===== config.mk =====
export PLATFORM = sky130hd
export DESIGN_NAME = grid_belief_bitmap_engine_top
export DESIGN_NICKNAME = d
export VERILOG_FILES = /design/src/rtl/gbbe_pkg.sv /design/src/rtl/gbbe_cell.sv /design/src/rtl/grid_belief_bitmap_engine_top.sv
export SDC_FILE = /design/constraint.sdc
export NUM_CORES = 1
export LEC_CHECK = 0
export ABC_AREA = 1
export BUFFER_PORTS_ARGS = -buffer_cell sky130_fd_sc_hd__buf_2
export CAP_MARGIN = 25
export CORE_MARGIN = 2
export CORE_UTILIZATION = 60
export CTS_CLUSTER_SIZE = 20
export DETAILED_ROUTE_END_ITERATION = 7
export PLACE_DENSITY = 0.79
export SLEW_MARGIN = 20
export SYNTH_ARGS = -nofsm -noshare
export SYNTH_HDL_FRONTEND = slang
export SYNTH_SLANG_ARGS = --single-unit

===== constraint.sdc =====
create_clock -name clk -period 18.94 [get_ports clk]
set_clock_uncertainty 0.2 [all_clocks]
set_input_delay 1.894 -clock clk [delete_from_list [all_inputs] [get_ports clk]]
set_output_delay 1.894 -clock clk [all_outputs]
set_load 0.02 [all_outputs]

===== src/rtl/gbbe_pkg.sv =====
package gbbe_pkg;

    // Field widths fixed by the item format
    localparam int COORD_W = 3;
    localparam int STEPS_W = 4;
    localparam int MAP_W   = 64;
    localparam int COUNT_W = 7;
    localparam int DIST_W  = 4;
    localparam int MODE_W  = 3;

    // Operation codes carried in the mode field
    localparam logic [MODE_W-1:0] MODE_LOAD      = 3'd0;
    localparam logic [MODE_W-1:0] MODE_DILATE    = 3'd1;
    localparam logic [MODE_W-1:0] MODE_PRUNE     = 3'd2;
    localparam logic [MODE_W-1:0] MODE_INTERSECT = 3'd3;
    localparam logic [MODE_W-1:0] MODE_NEAREST   = 3'd4;
    localparam logic [MODE_W-1:0] MODE_READ      = 3'd5;

    typedef struct packed {
        logic [MODE_W-1:0]  mode;
        logic [COORD_W-1:0] pos_x;
        logic [COORD_W-1:0] pos_y;
        logic [STEPS_W-1:0] dilate_steps;
        logic [MAP_W-1:0]   data_mask;
    } in_item_t;

    typedef struct packed {
        logic [MAP_W-1:0]   belief_out;
        logic [COUNT_W-1:0] cell_count;
        logic [COORD_W-1:0] near_x;
        logic [COORD_W-1:0] near_y;
        logic               found;
        logic               accepted;
    } out_item_t;

    // Row update applied by every cell at once
    typedef enum logic [2:0] {
        OP_HOLD,
        OP_LOAD,
        OP_DILATE,
        OP_PRUNE,
        OP_COMMIT
    } op_t;

    typedef struct packed {
        op_t                op;
        logic [COORD_W-1:0] qx;
        logic [COORD_W-1:0] qy;
    } ctrl_t;

    // Partial result handed from cell to cell during a sweep
    typedef struct packed {
        logic [COUNT_W-1:0] cnt_cur;
        logic [COUNT_W-1:0] cnt_cand;
        logic               found;
        logic [DIST_W-1:0]  best_dist;
        logic [COORD_W-1:0] nx;
        logic [COORD_W-1:0] ny;
    } acc_t;

endpackage


===== src/rtl/gbbe_cell.sv =====
module gbbe_cell #(
    parameter int BOARD_SIZE = 8,
    parameter int ROW_IDX    = 0
) (
    input  logic                  clk,
    input  logic                  rst_n,
    input  gbbe_pkg::ctrl_t       ctrl,
    input  logic [BOARD_SIZE-1:0] data_row,
    input  logic [BOARD_SIZE-1:0] obst_row,
    input  logic [BOARD_SIZE-1:0] up_row,
    input  logic [BOARD_SIZE-1:0] down_row,
    input  gbbe_pkg::acc_t        acc_in,
    output logic [BOARD_SIZE-1:0] row,
    output gbbe_pkg::acc_t        acc_out
);

    logic [BOARD_SIZE-1:0]        row_reg;
    logic [BOARD_SIZE-1:0]        row_next;
    logic [BOARD_SIZE-1:0]        me_row;
    logic [BOARD_SIZE-1:0]        blocked;
    logic [BOARD_SIZE-1:0]        grown;
    logic [BOARD_SIZE-1:0]        cand_row;
    logic [gbbe_pkg::COUNT_W-1:0] cnt_cur;
    logic [gbbe_pkg::COUNT_W-1:0] cnt_cand;
    logic                         row_found;
    logic [gbbe_pkg::COORD_W-1:0] best_dx;
    logic [gbbe_pkg::COORD_W-1:0] best_x;
    logic [gbbe_pkg::COORD_W-1:0] dy;
    logic [gbbe_pkg::DIST_W-1:0]  row_dist;
    gbbe_pkg::acc_t               acc_reg;
    gbbe_pkg::acc_t               acc_next;

    localparam logic [gbbe_pkg::COORD_W-1:0] ROW_Y = gbbe_pkg::COORD_W'(ROW_IDX);

    // Mark the own position when it falls in this row
    always_comb
    begin
        for (int x = 0; x < BOARD_SIZE; x++)
        begin
            me_row[x] = (ctrl.qy == ROW_Y) && (ctrl.qx == gbbe_pkg::COORD_W'(x));
        end
    end

    assign blocked  = obst_row | me_row;
    assign grown    = (row_reg << 1) | (row_reg >> 1) | up_row | down_row;
    assign cand_row = row_reg & data_row;

    // Update the row held by this cell
    always_comb
    begin
        unique case (ctrl.op)
            gbbe_pkg::OP_HOLD:   row_next = row_reg;
            gbbe_pkg::OP_LOAD:   row_next = data_row;
            gbbe_pkg::OP_DILATE: row_next = row_reg | (grown & ~blocked);
            gbbe_pkg::OP_PRUNE:  row_next = row_reg & ~blocked;
            gbbe_pkg::OP_COMMIT: row_next = cand_row;
            default:             row_next = row_reg;
        endcase
    end

    always_ff @(posedge clk or negedge rst_n)
    begin
        if (!rst_n)
        begin
            row_reg <= '0;
        end
        else
        begin
            row_reg <= row_next;
        end
    end

    // Count set cells and find the closest column to the query point
    always_comb
    begin
        logic [gbbe_pkg::COORD_W-1:0] xc;
        logic [gbbe_pkg::COORD_W-1:0] dx;
        cnt_cur   = '0;
        cnt_cand  = '0;
        row_found = 1'b0;
        best_dx   = '0;
        best_x    = '0;
        for (int x = 0; x < BOARD_SIZE; x++)
        begin
            xc       = gbbe_pkg::COORD_W'(x);
            dx       = (xc >= ctrl.qx) ? (xc - ctrl.qx) : (ctrl.qx - xc);
            cnt_cur  = cnt_cur + gbbe_pkg::COUNT_W'(row_reg[x]);
            cnt_cand = cnt_cand + gbbe_pkg::COUNT_W'(cand_row[x]);
            if (row_reg[x] && (!row_found || dx < best_dx))
            begin
                row_found = 1'b1;
                best_dx   = dx;
                best_x    = xc;
            end
        end
    end

    assign dy       = (ROW_Y >= ctrl.qy) ? (ROW_Y - ctrl.qy) : (ctrl.qy - ROW_Y);
    assign row_dist = gbbe_pkg::DIST_W'(best_dx) + gbbe_pkg::DIST_W'(dy);

    // Fold this row into the partial result; earlier rows win ties
    always_comb
    begin
        acc_next          = acc_in;
        acc_next.cnt_cur  = acc_in.cnt_cur + cnt_cur;
        acc_next.cnt_cand = acc_in.cnt_cand + cnt_cand;
        if (row_found && (!acc_in.found || row_dist < acc_in.best_dist))
        begin
            acc_next.found     = 1'b1;
            acc_next.best_dist = row_dist;
            acc_next.nx        = best_x;
            acc_next.ny        = ROW_Y;
        end
    end

    always_ff @(posedge clk)
    begin
        acc_reg <= acc_next;
    end

    assign row     = row_reg;
    assign acc_out = acc_reg;

endmodule


===== src/rtl/grid_belief_bitmap_engine_top.sv =====
// Bitmap engine holding a BOARD_SIZE x BOARD_SIZE map of possible cells, one row per
// cell of a chain. Each input transaction runs one operation (load, dilate, prune,
// intersect, nearest, read) and returns exactly one result transaction. An item is
// accepted in S_IDLE, updates the rows in S_APPLY (one dilation step per cycle, done
// by all row cells in parallel), sweeps the count and nearest search down the chain
// of row cells in S_SWEEP, and posts the result in S_DONE; a stalled earlier result
// holds the item in S_DONE until it is taken. One item is in flight at a time; the next
// item is taken while the result waits. The obstacle mask is written through the cfg
// channel, which is always ready.
module grid_belief_bitmap_engine_top #(
    parameter int BOARD_SIZE = 8
) (
    input  logic                           clk,
    input  logic                           rst_n,
    input  logic                           in_valid,
    output logic                           in_stall,
    input  gbbe_pkg::in_item_t             in_data,
    output logic                           out_valid,
    input  logic                           out_stall,
    output gbbe_pkg::out_item_t            out_data,
    input  logic                           cfg_valid,
    output logic                           cfg_ready,
    input  logic [gbbe_pkg::MAP_W-1:0]     cfg_data
);

    localparam int SWEEP_W = $clog2(BOARD_SIZE);

    typedef enum logic [1:0] {
        S_IDLE,
        S_APPLY,
        S_SWEEP,
        S_DONE
    } state_t;

    state_t                       state_reg;
    logic [gbbe_pkg::STEPS_W-1:0] steps_reg;
    logic [SWEEP_W-1:0]           sweep_cnt_reg;
    logic [gbbe_pkg::MAP_W-1:0]   obstacle_reg;
    logic                         out_valid_reg;
    gbbe_pkg::in_item_t           item_reg;
    gbbe_pkg::out_item_t          out_reg;

    gbbe_pkg::ctrl_t              ctrl;
    gbbe_pkg::acc_t               acc_w [BOARD_SIZE+1];
    logic [BOARD_SIZE-1:0]        rows  [BOARD_SIZE];
    logic [gbbe_pkg::MAP_W-1:0]   map_vec;
    logic [gbbe_pkg::MAP_W-1:0]   cand_vec;
    logic                         in_fire;
    logic                         out_free;
    logic                         commit;
    logic                         is_intersect;
    logic                         is_nearest;

    assign in_stall  = (state_reg != S_IDLE);
    assign in_fire   = in_valid && !in_stall;
    assign out_valid = out_valid_reg;
    assign out_data  = out_reg;
    assign cfg_ready = 1'b1;
    assign out_free  = !out_valid_reg || !out_stall;

    assign is_intersect = (item_reg.mode == gbbe_pkg::MODE_INTERSECT);
    assign is_nearest   = (item_reg.mode == gbbe_pkg::MODE_NEAREST);
    assign commit       = is_intersect && (acc_w[BOARD_SIZE].cnt_cand != '0);

    // Drive the row operation for all cells
    always_comb
    begin
        ctrl.qx = item_reg.pos_x;
        ctrl.qy = item_reg.pos_y;
        ctrl.op = gbbe_pkg::OP_HOLD;
        if (state_reg == S_APPLY)
        begin
            priority if (item_reg.mode == gbbe_pkg::MODE_LOAD)
                ctrl.op = gbbe_pkg::OP_LOAD;
            else if (item_reg.mode == gbbe_pkg::MODE_DILATE && steps_reg != '0)
                ctrl.op = gbbe_pkg::OP_DILATE;
            else if (item_reg.mode == gbbe_pkg::MODE_PRUNE)
                ctrl.op = gbbe_pkg::OP_PRUNE;
            else
                ctrl.op = gbbe_pkg::OP_HOLD;
        end
        else if (state_reg == S_DONE && out_free && commit)
        begin
            ctrl.op = gbbe_pkg::OP_COMMIT;
        end
    end

    assign acc_w[0] = '0;

    // Chain of row cells; each sees the rows above and below
    for (genvar r = 0; r < BOARD_SIZE; r++)
    begin : g_row
        logic [BOARD_SIZE-1:0] up_row;
        logic [BOARD_SIZE-1:0] down_row;

        if (r == 0)
        begin : g_top
            assign up_row = '0;
        end
        else
        begin : g_mid_up
            assign up_row = rows[r-1];
        end

        if (r == BOARD_SIZE - 1)
        begin : g_bottom
            assign down_row = '0;
        end
        else
        begin : g_mid_down
            assign down_row = rows[r+1];
        end

        gbbe_cell #(
            .BOARD_SIZE (BOARD_SIZE),
            .ROW_IDX    (r)
        ) u_cell (
            .clk      (clk),
            .rst_n    (rst_n),
            .ctrl     (ctrl),
            .data_row (item_reg.data_mask[r*BOARD_SIZE +: BOARD_SIZE]),
            .obst_row (obstacle_reg[r*BOARD_SIZE +: BOARD_SIZE]),
            .up_row   (up_row),
            .down_row (down_row),
            .acc_in   (acc_w[r]),
            .row      (rows[r]),
            .acc_out  (acc_w[r+1])
        );
    end

    // Gather rows into the flat bitmap
    always_comb
    begin
        map_vec = '0;
        for (int r = 0; r < BOARD_SIZE; r++)
        begin
            map_vec[r*BOARD_SIZE +: BOARD_SIZE] = rows[r];
        end
    end

    assign cand_vec = map_vec & item_reg.data_mask;

    // Sequence one transaction: apply, sweep, post result
    always_ff @(posedge clk or negedge rst_n)
    begin
        if (!rst_n)
        begin
            state_reg     <= S_IDLE;
            steps_reg     <= '0;
            sweep_cnt_reg <= '0;
            obstacle_reg  <= '0;
            out_valid_reg <= 1'b0;
        end
        else
        begin
            if (cfg_valid && cfg_ready)
            begin
                obstacle_reg <= cfg_data;
            end

            // Raise valid when a result posts, drop it once taken
            if (state_reg == S_DONE && out_free)
            begin
                out_valid_reg <= 1'b1;
            end
            else if (!out_stall)
            begin
                out_valid_reg <= 1'b0;
            end

            unique case (state_reg)
                S_IDLE:
                begin
                    if (in_fire)
                    begin
                        steps_reg <= in_data.dilate_steps;
                        state_reg <= S_APPLY;
                    end
                end
                S_APPLY:
                begin
                    if (item_reg.mode == gbbe_pkg::MODE_DILATE && steps_reg > 1)
                    begin
                        steps_reg <= steps_reg - 1'b1;
                    end
                    else
                    begin
                        sweep_cnt_reg <= '0;
                        state_reg     <= S_SWEEP;
                    end
                end
                S_SWEEP:
                begin
                    sweep_cnt_reg <= sweep_cnt_reg + 1'b1;
                    if (sweep_cnt_reg == SWEEP_W'(BOARD_SIZE - 1))
                    begin
                        state_reg <= S_DONE;
                    end
                end
                S_DONE:
                begin
                    if (out_free)
                    begin
                        state_reg <= S_IDLE;
                    end
                end
                default:
                begin
                    state_reg <= S_IDLE;
                end
            endcase
        end
    end

    // Hold the item payload and the result payload
    always_ff @(posedge clk)
    begin
        if (in_fire)
        begin
            item_reg <= in_data;
        end

        if (state_reg == S_DONE && out_free)
        begin
            out_reg.belief_out <= commit ? cand_vec : map_vec;
            out_reg.cell_count <= commit ? acc_w[BOARD_SIZE].cnt_cand
                                         : acc_w[BOARD_SIZE].cnt_cur;
            out_reg.found      <= is_nearest && acc_w[BOARD_SIZE].found;
            out_reg.near_x     <= (is_nearest && acc_w[BOARD_SIZE].found)
                                  ? acc_w[BOARD_SIZE].nx : '0;
            out_reg.near_y     <= (is_nearest && acc_w[BOARD_SIZE].found)
                                  ? acc_w[BOARD_SIZE].ny : '0;
            out_reg.accepted   <= !(is_intersect && !commit);
        end
    end

endmodule

### Word level (Yosys, flattened, before mapping)

Index checks and enable logic that the tools add are counted.

| storage, ports and cells | value |
|---|---|
| register bits | 486 |
| input bits | 146 |
| output and inout bits | 82 |

| cells by class | value |
|---|---|
| add/sub/neg operators | 166 |
| $lt $le $gt $ge | 80 |
| equality and inequality tests | 32 |
| multiplexer cells | 235 |
| bitwise gates (word level) | 71 |
| reduce and logical (&&, ||, !) cells | 280 |

Operators by type and width:

| operator | number |
|---|---|
| $add A7 B1 Y7 | 96 |
| $mux W3 | 116 |
| $pmux W8 S4 | 8 |
| $or A8 B8 Y8 | 30 |
| $and A8 B8 Y8 | 24 |
| $lt A3 B3 Y1 | 56 |
| $logic_and A1 B1 Y1 | 135 |
| $add A7 B7 Y7 | 14 |
| $mux W1 | 74 |
| $logic_not A1 Y1 | 68 |
| $and A64 B64 Y64 | 1 |
| $logic_or A1 B1 Y1 | 64 |
| $mux W64 | 1 |
| $not A8 Y8 | 8 |
| $or A8 B7 Y8 | 8 |
| $mux W10 | 6 |
| $mux W2 | 22 |
| $eq A3 B3 Y1 const B | 11 |
| $add A1 B1 Y2 | 16 |
| $add A3 B3 Y4 | 8 |
| $lt A4 B4 Y1 | 7 |
| $eq A3 B2 Y1 const B | 8 |
| $ge A3 B3 Y1 const A | 8 |
| $sub A3 B3 Y3 const A | 8 |
| 30 further kinds | 67 |

### Depth between registers and ports, before layout

| logic depth | value |
|---|---|
| depth after elaboration | 36 |
| mapped depth | 88 |
| mapped depth without buffers | 82 |

### Cells and area by module

From an unflattened synthesis, not the netlist that was laid out.

| second synthesis, totals | value |
|---|---|
| cell total of the unflattened synthesis | 4225 |
| area, all modules | 35537.8 um^2 |

Modules (own cells, without submodules):

| module | times used | cells an instance | area an instance (um^2) |
|---|---|---|---|
| grid_belief_bitmap_engine_top | 1 | 718 | 9225.1 |
| gbbe_cell (g_row[5].u_cell) | 1 | 441 | 3339.5 |
| gbbe_cell (g_row[2].u_cell) | 1 | 438 | 3323.2 |
| gbbe_cell (g_row[1].u_cell) | 1 | 441 | 3303.2 |
| gbbe_cell (g_row[6].u_cell) | 1 | 438 | 3303.2 |
| gbbe_cell (g_row[0].u_cell) | 1 | 444 | 3283.1 |
| gbbe_cell (g_row[3].u_cell) | 1 | 437 | 3269.4 |
| gbbe_cell (g_row[4].u_cell) | 1 | 439 | 3256.9 |
| gbbe_cell (g_row[7].u_cell) | 1 | 429 | 3234.4 |

### Worst setup path after synthesis

No wires, ideal clock.

| path | value |
|---|---|
| path type | register -> register |
| from | register item_reg (netlist bit ctrl[3]) |
| to | register g_row[5].u_cell.acc_reg (netlist bit g_row[5].u_cell.acc_out[3]) |
| library setup time | 0.066 ns |
| arrival time | 9.896 ns |
| required time | 18.674 ns |
| setup slack | 8.778 ns |
| cell stages (with the launch flop) | 78 |
| buffers on the path | 6 |
| path through | edfxtp_1 -> inv_6 -> clkbuf_8 -> buf_6 -> clkbuf_8 -> clkbuf_8 -> clkbuf_8 -> ha_1 -> nand2_8 -> nand2_4 -> inv_2 -> nand2_1 -> o21ai_1 -> inv_1 -> nand2_1 -> ha_1 -> o21ai_0 -> o21bai_1 -> (+42 left out) -> a21oi_1 -> nand2_1 -> nand2_1 -> nand2_2 -> nand2_1 -> o21ai_1 -> ha_1 -> fa_1 -> ha_1 -> a21boi_0 -> o211ai_1 -> nand2_1 -> nand2_1 -> nand2_1 -> inv_1 -> clkbuf_1 -> nor2_1 -> a21oi_2 |

RTL lines:

| item | line | text |
|---|---|---|
| start, declared | grid_belief_bitmap_engine_top.sv:40 | `gbbe_pkg::in_item_t item_reg;` |
| start signal, assigned | grid_belief_bitmap_engine_top.sv:220 | `item_reg <= in_data;` |
| end signal, assigned | gbbe_cell.sv:118 | `acc_reg <= acc_next;` |
| end, declared | gbbe_cell.sv:30 | `gbbe_pkg::acc_t acc_reg;` |

### Final worst setup path

| path | value |
|---|---|
| from | register item_reg (netlist bit ctrl[4]) |
| to | register g_row[5].u_cell.acc_reg (netlist bit g_row[5].u_cell.acc_out[2]) |

| between the ends | value |
|---|---|
| longest elaborated chain between the ends | 35 |
| elaborated cells between the ends (all ways) | 77 |

Ends and longest elaborated chain:

| item | line | text |
|---|---|---|
| $sub A1 B3 Y3 or $ge A1 B3 Y1 (tied branches) | gbbe_cell.sv:86 | `dx = (xc >= ctrl.qx) ? (xc - ctrl.qx) : (ctrl.qx - xc);` |
| $mux W3 | gbbe_cell.sv:86 |  |
| $mux W3 | gbbe_cell.sv:89 | `if (row_reg[x] && (!row_found \|\| dx < best_dx))` |
| $lt A3 B3 Y1 | gbbe_cell.sv:89 |  |
| $logic_or A1 B1 Y1 | gbbe_cell.sv:89 |  |
| $logic_and A1 B1 Y1 | gbbe_cell.sv:89 |  |
| $mux W3 or $mux W1 (tied branches) | gbbe_cell.sv:89 |  |
| $lt A3 B3 Y1 or $logic_not A1 Y1 (tied branches) | gbbe_cell.sv:89 |  |
| (+19 left out) | n/a |  |
| $lt A3 B3 Y1 or $logic_not A1 Y1 (tied branches) | gbbe_cell.sv:89 |  |
| $logic_or A1 B1 Y1 | gbbe_cell.sv:89 |  |
| $logic_and A1 B1 Y1 | gbbe_cell.sv:89 |  |
| $mux W3 | gbbe_cell.sv:89 |  |
| $add A3 B3 Y4 | gbbe_cell.sv:99 | `assign row_dist = gbbe_pkg::DIST_W'(best_dx) + gbbe_pkg::DIST_W'(dy);` |
| $lt A4 B4 Y1 | gbbe_cell.sv:107 | `if (row_found && (!acc_in.found \|\| row_dist < acc_in.best_dist))` |
| $logic_or A1 B1 Y1 | gbbe_cell.sv:107 |  |
| $logic_and A1 B1 Y1 * | gbbe_cell.sv:107 |  |

Mark *: on every way between the ends. The rest lies on a longest branch, timed or not.
A chain may end at the register's enable or synchronous reset.

==> results_dict.tcl <==
set metrics [dict create \
    synth_area_per_cell_um2 8.44 \
    fin_crit_sh_pct 62.1 \
    tightest_slew_ns 1.08 \
    ys.flop_type "dfxtp_1" \
    first_global_vias 26700 \
    synth_fp_nets 4318 \
    die_w_um 233 \
    ioPinCount 228 \
    final_cell_count_no_fill 4643 \
    globalplace.congestion 1.03 \
    violations "DRC" \
    antennaDiodeCount 0 \
    cpPeakStageDelay_ns 0.62 \
    synth_top_family_by_area "adder cells" \
    fmax_mhz 85.1 \
    slew_headroom_pct 27.6 \
    nets 4507 \
    core.rowCount 83 \
    start_util_pct 61.0 \
    end_kind "flip-flop" \
    path_clk_slew_ns 0.06 \
    maxCapViolCount 0 \
    numCtsBuffers 50 \
    muxShareOfSynthArea_pct 0.644 \
    viasPerCell 5.91 \
    ant_nets 0 \
    final.setup.tns_ns 0 \
    wire_per_inst_um 20.4 \
    critPathMaxFanout 19 \
    critPathMostFrequentCell "nand2_1" \
    synthCells 3733 \
    syn_area_um2 31500 \
    largest_reg_flops 181 \
    grt_use_total_pct 35.2 \
    crit_type "reg2reg" \
    grt-ovfl-total 0 \
    nFillCells 4124 \
    post_cts_buffers 0 \
    cts_max_level 2 \
    drt_iter0_markers 3030 \
    ys_types 64 \
    worstPathRequired_ns 19.22 \
    status "finished, violations left" \
    insertion_delay_ns 0.63 \
    yosysSeqAreaShare_pct 37.0 \
    clk_path_buf_depth 3 \
    hold_class "reg2reg" \
    cts_hold_buffers 0 \
    synthAdderAreaFrac_pct 19.2 \
    cts-resized-gates 0 \
    ys_warn_count 0 \
    route.vias.total 27400 \
    grt_pass1_wl_um 146000 \
    die-area_um2 54300 \
    cp-start-kind "flip-flop" \
    clock_sinks 471 \
    synthXorXnorAreaFrac_pct 2.11 \
    grt_max_degree 77 \
    clockRootBuffer "clkbuf_16" \
    rsz0062_at_grt "false" \
    antenna_found_initial 0 \
    synth-seq-cells 471 \
    ys_async_sr_fraction_pct 29.3 \
    drc 2 \
    core-area_um2 51600 \
    drive_gt1_share_pct 13.2 \
    cp.arrival_ns 12.04 \
    finalWirelength_um 94800 \
    synth-edff-count 152 \
    dr.pass1.iters 8 \
    period_needed_ns 11.75 \
    place_inst 4550 \
    synth_simple_gate_area_share_pct 17.0 \
    hold_violations 0 \
    cts_tree "yes" \
    setup_violations 0 \
    dp_hpwl_um 70800 \
    synth_compound_area_share_pct 15.6 \
    fp.dieH_um 233 \
    port_buffers 226 \
    maxSlewViolCount 0 \
    cp_slowest_cell "inv_1" \
    syn2layout_area_growth_pct 10.7 \
]
worst paths after layout:
check / slack [ns] / to / start / cells past startpoint
hold / removal: 0.21 / g_row[7].u_cell.acc_out[2] / g_row[6].u_cell.acc_out[2] / 1
hold reg to reg: 0.21 / g_row[7].u_cell.acc_out[2] / g_row[6].u_cell.acc_out[2] / 1
setup / recovery: 7.19 / g_row[5].u_cell.acc_out[2] / ctrl[4] / 67
max in group asynchronous: 15.94 / obstacle_reg[0] / rst_n / 2
setup reg to reg: 7.19 / g_row[5].u_cell.acc_out[2] / ctrl[4] / 67
min in group asynchronous: 1.06 / sweep_cnt_reg[2] / rst_n / 1
cell type report:
cell class	count	area [µm²]	area share (%)
tap	680	851	2.44
clock inverter	31	445	1.28
inverter	533	2020	5.80
multi-input combinational	2612	17200	49.4
clock buffer	62	1330	3.81
timing repair buffer	254	1350	3.87
sequential	471	11600	33.4
synth_stat cells, drive strengths merged (41+ instances only):
| library cell | number | area [µm²] |
|---|---|---|
| o21ai | 438 | 2220 |
| nand3 | 118 | 623 |
| dfrtp | 138 | 3450 |
| nor2 | 105 | 402 |
| a21oi | 180 | 946 |
| ha | 367 | 4590 |
| inv | 529 | 1990 |
| nand2 | 945 | 3960 |
| dfxtp | 181 | 3620 |
| clkbuf | 75 | 362 |
| o211ai | 45 | 338 |
| fa | 72 | 1440 |
| buf | 42 | 280 |
| o2111ai | 41 | 359 |
| edfxtp | 152 | 4560 |
| xor2 | 43 | 377 |
critical path, delay by kind of cell, from the launching register on:
family | cells | cell delay (ns)
AO/OA/AOI/OAI | 18 | 3.23
adder cells (fa/ha/maj) | 11 | 3.48
flip-flops | 1 | 0.35
AND/OR/NAND/NOR | 31 | 2.84
buffers and inverters | 7 | 1.49
cell usage in the layout (no fill, tap or decap), types with 72 or more instances in the layout:
cell type / Yosys / layout
nand3_1: 113 / 111
nor2_1: 102 / 98
buf_2: 26 / 224
fa_1: 72 / 72
nand2_1: 843 / 843
dfrtp_1: 138 / 138
nand2_2: 74 / 74
dfxtp_1: 181 / 181
ha_1: 367 / 367
a21oi_1: 168 / 168
edfxtp_1: 152 / 152
o21ai_0: 402 / 402
inv_1: 517 / 515
metal layers:
layer  GRT usage, %  part of all wire [%]  vias up
met5              0                     0        -
met4           22.4                   7.6        0
met3           8.65                    11      479
met2           56.5                    44     1617
met1           42.5                    37    12500
li1               -                     -    12900
through the flow:
stage               hold slack [ns]  area (µm²)  util, %  setup WS [ns]
finish                        0.214       34900     67.5           7.19
floorplan                     0.192       31500        -           8.78
CTS                           0.217       34900     67.5           7.30
global placement              0.198       33100     64.1           7.47
detailed placement            0.203       33100     64.1           7.39
global route                  0.235       34900     67.5           6.07
logic make-up (layout without fill, tap and decap cells):
| family | Yosys count | in the layout |
|---|---|---|
| buffers and inverters | 650 | 880 |
| AO/OA/AOI/OAI | 844 | 844 |
| other | 1 | 1 |
| AND/OR/NAND/NOR | 1234 | 1234 |
| flip-flops | 471 | 471 |
| multiplexers | 18 | 18 |
| adder cells (fa/ha/maj) | 439 | 439 |
| XOR/XNOR | 76 | 76 |
Power is left out: the tool's default activity adds up to more than one toggle a clock period on the data nets, which glitch-free logic cannot reach.
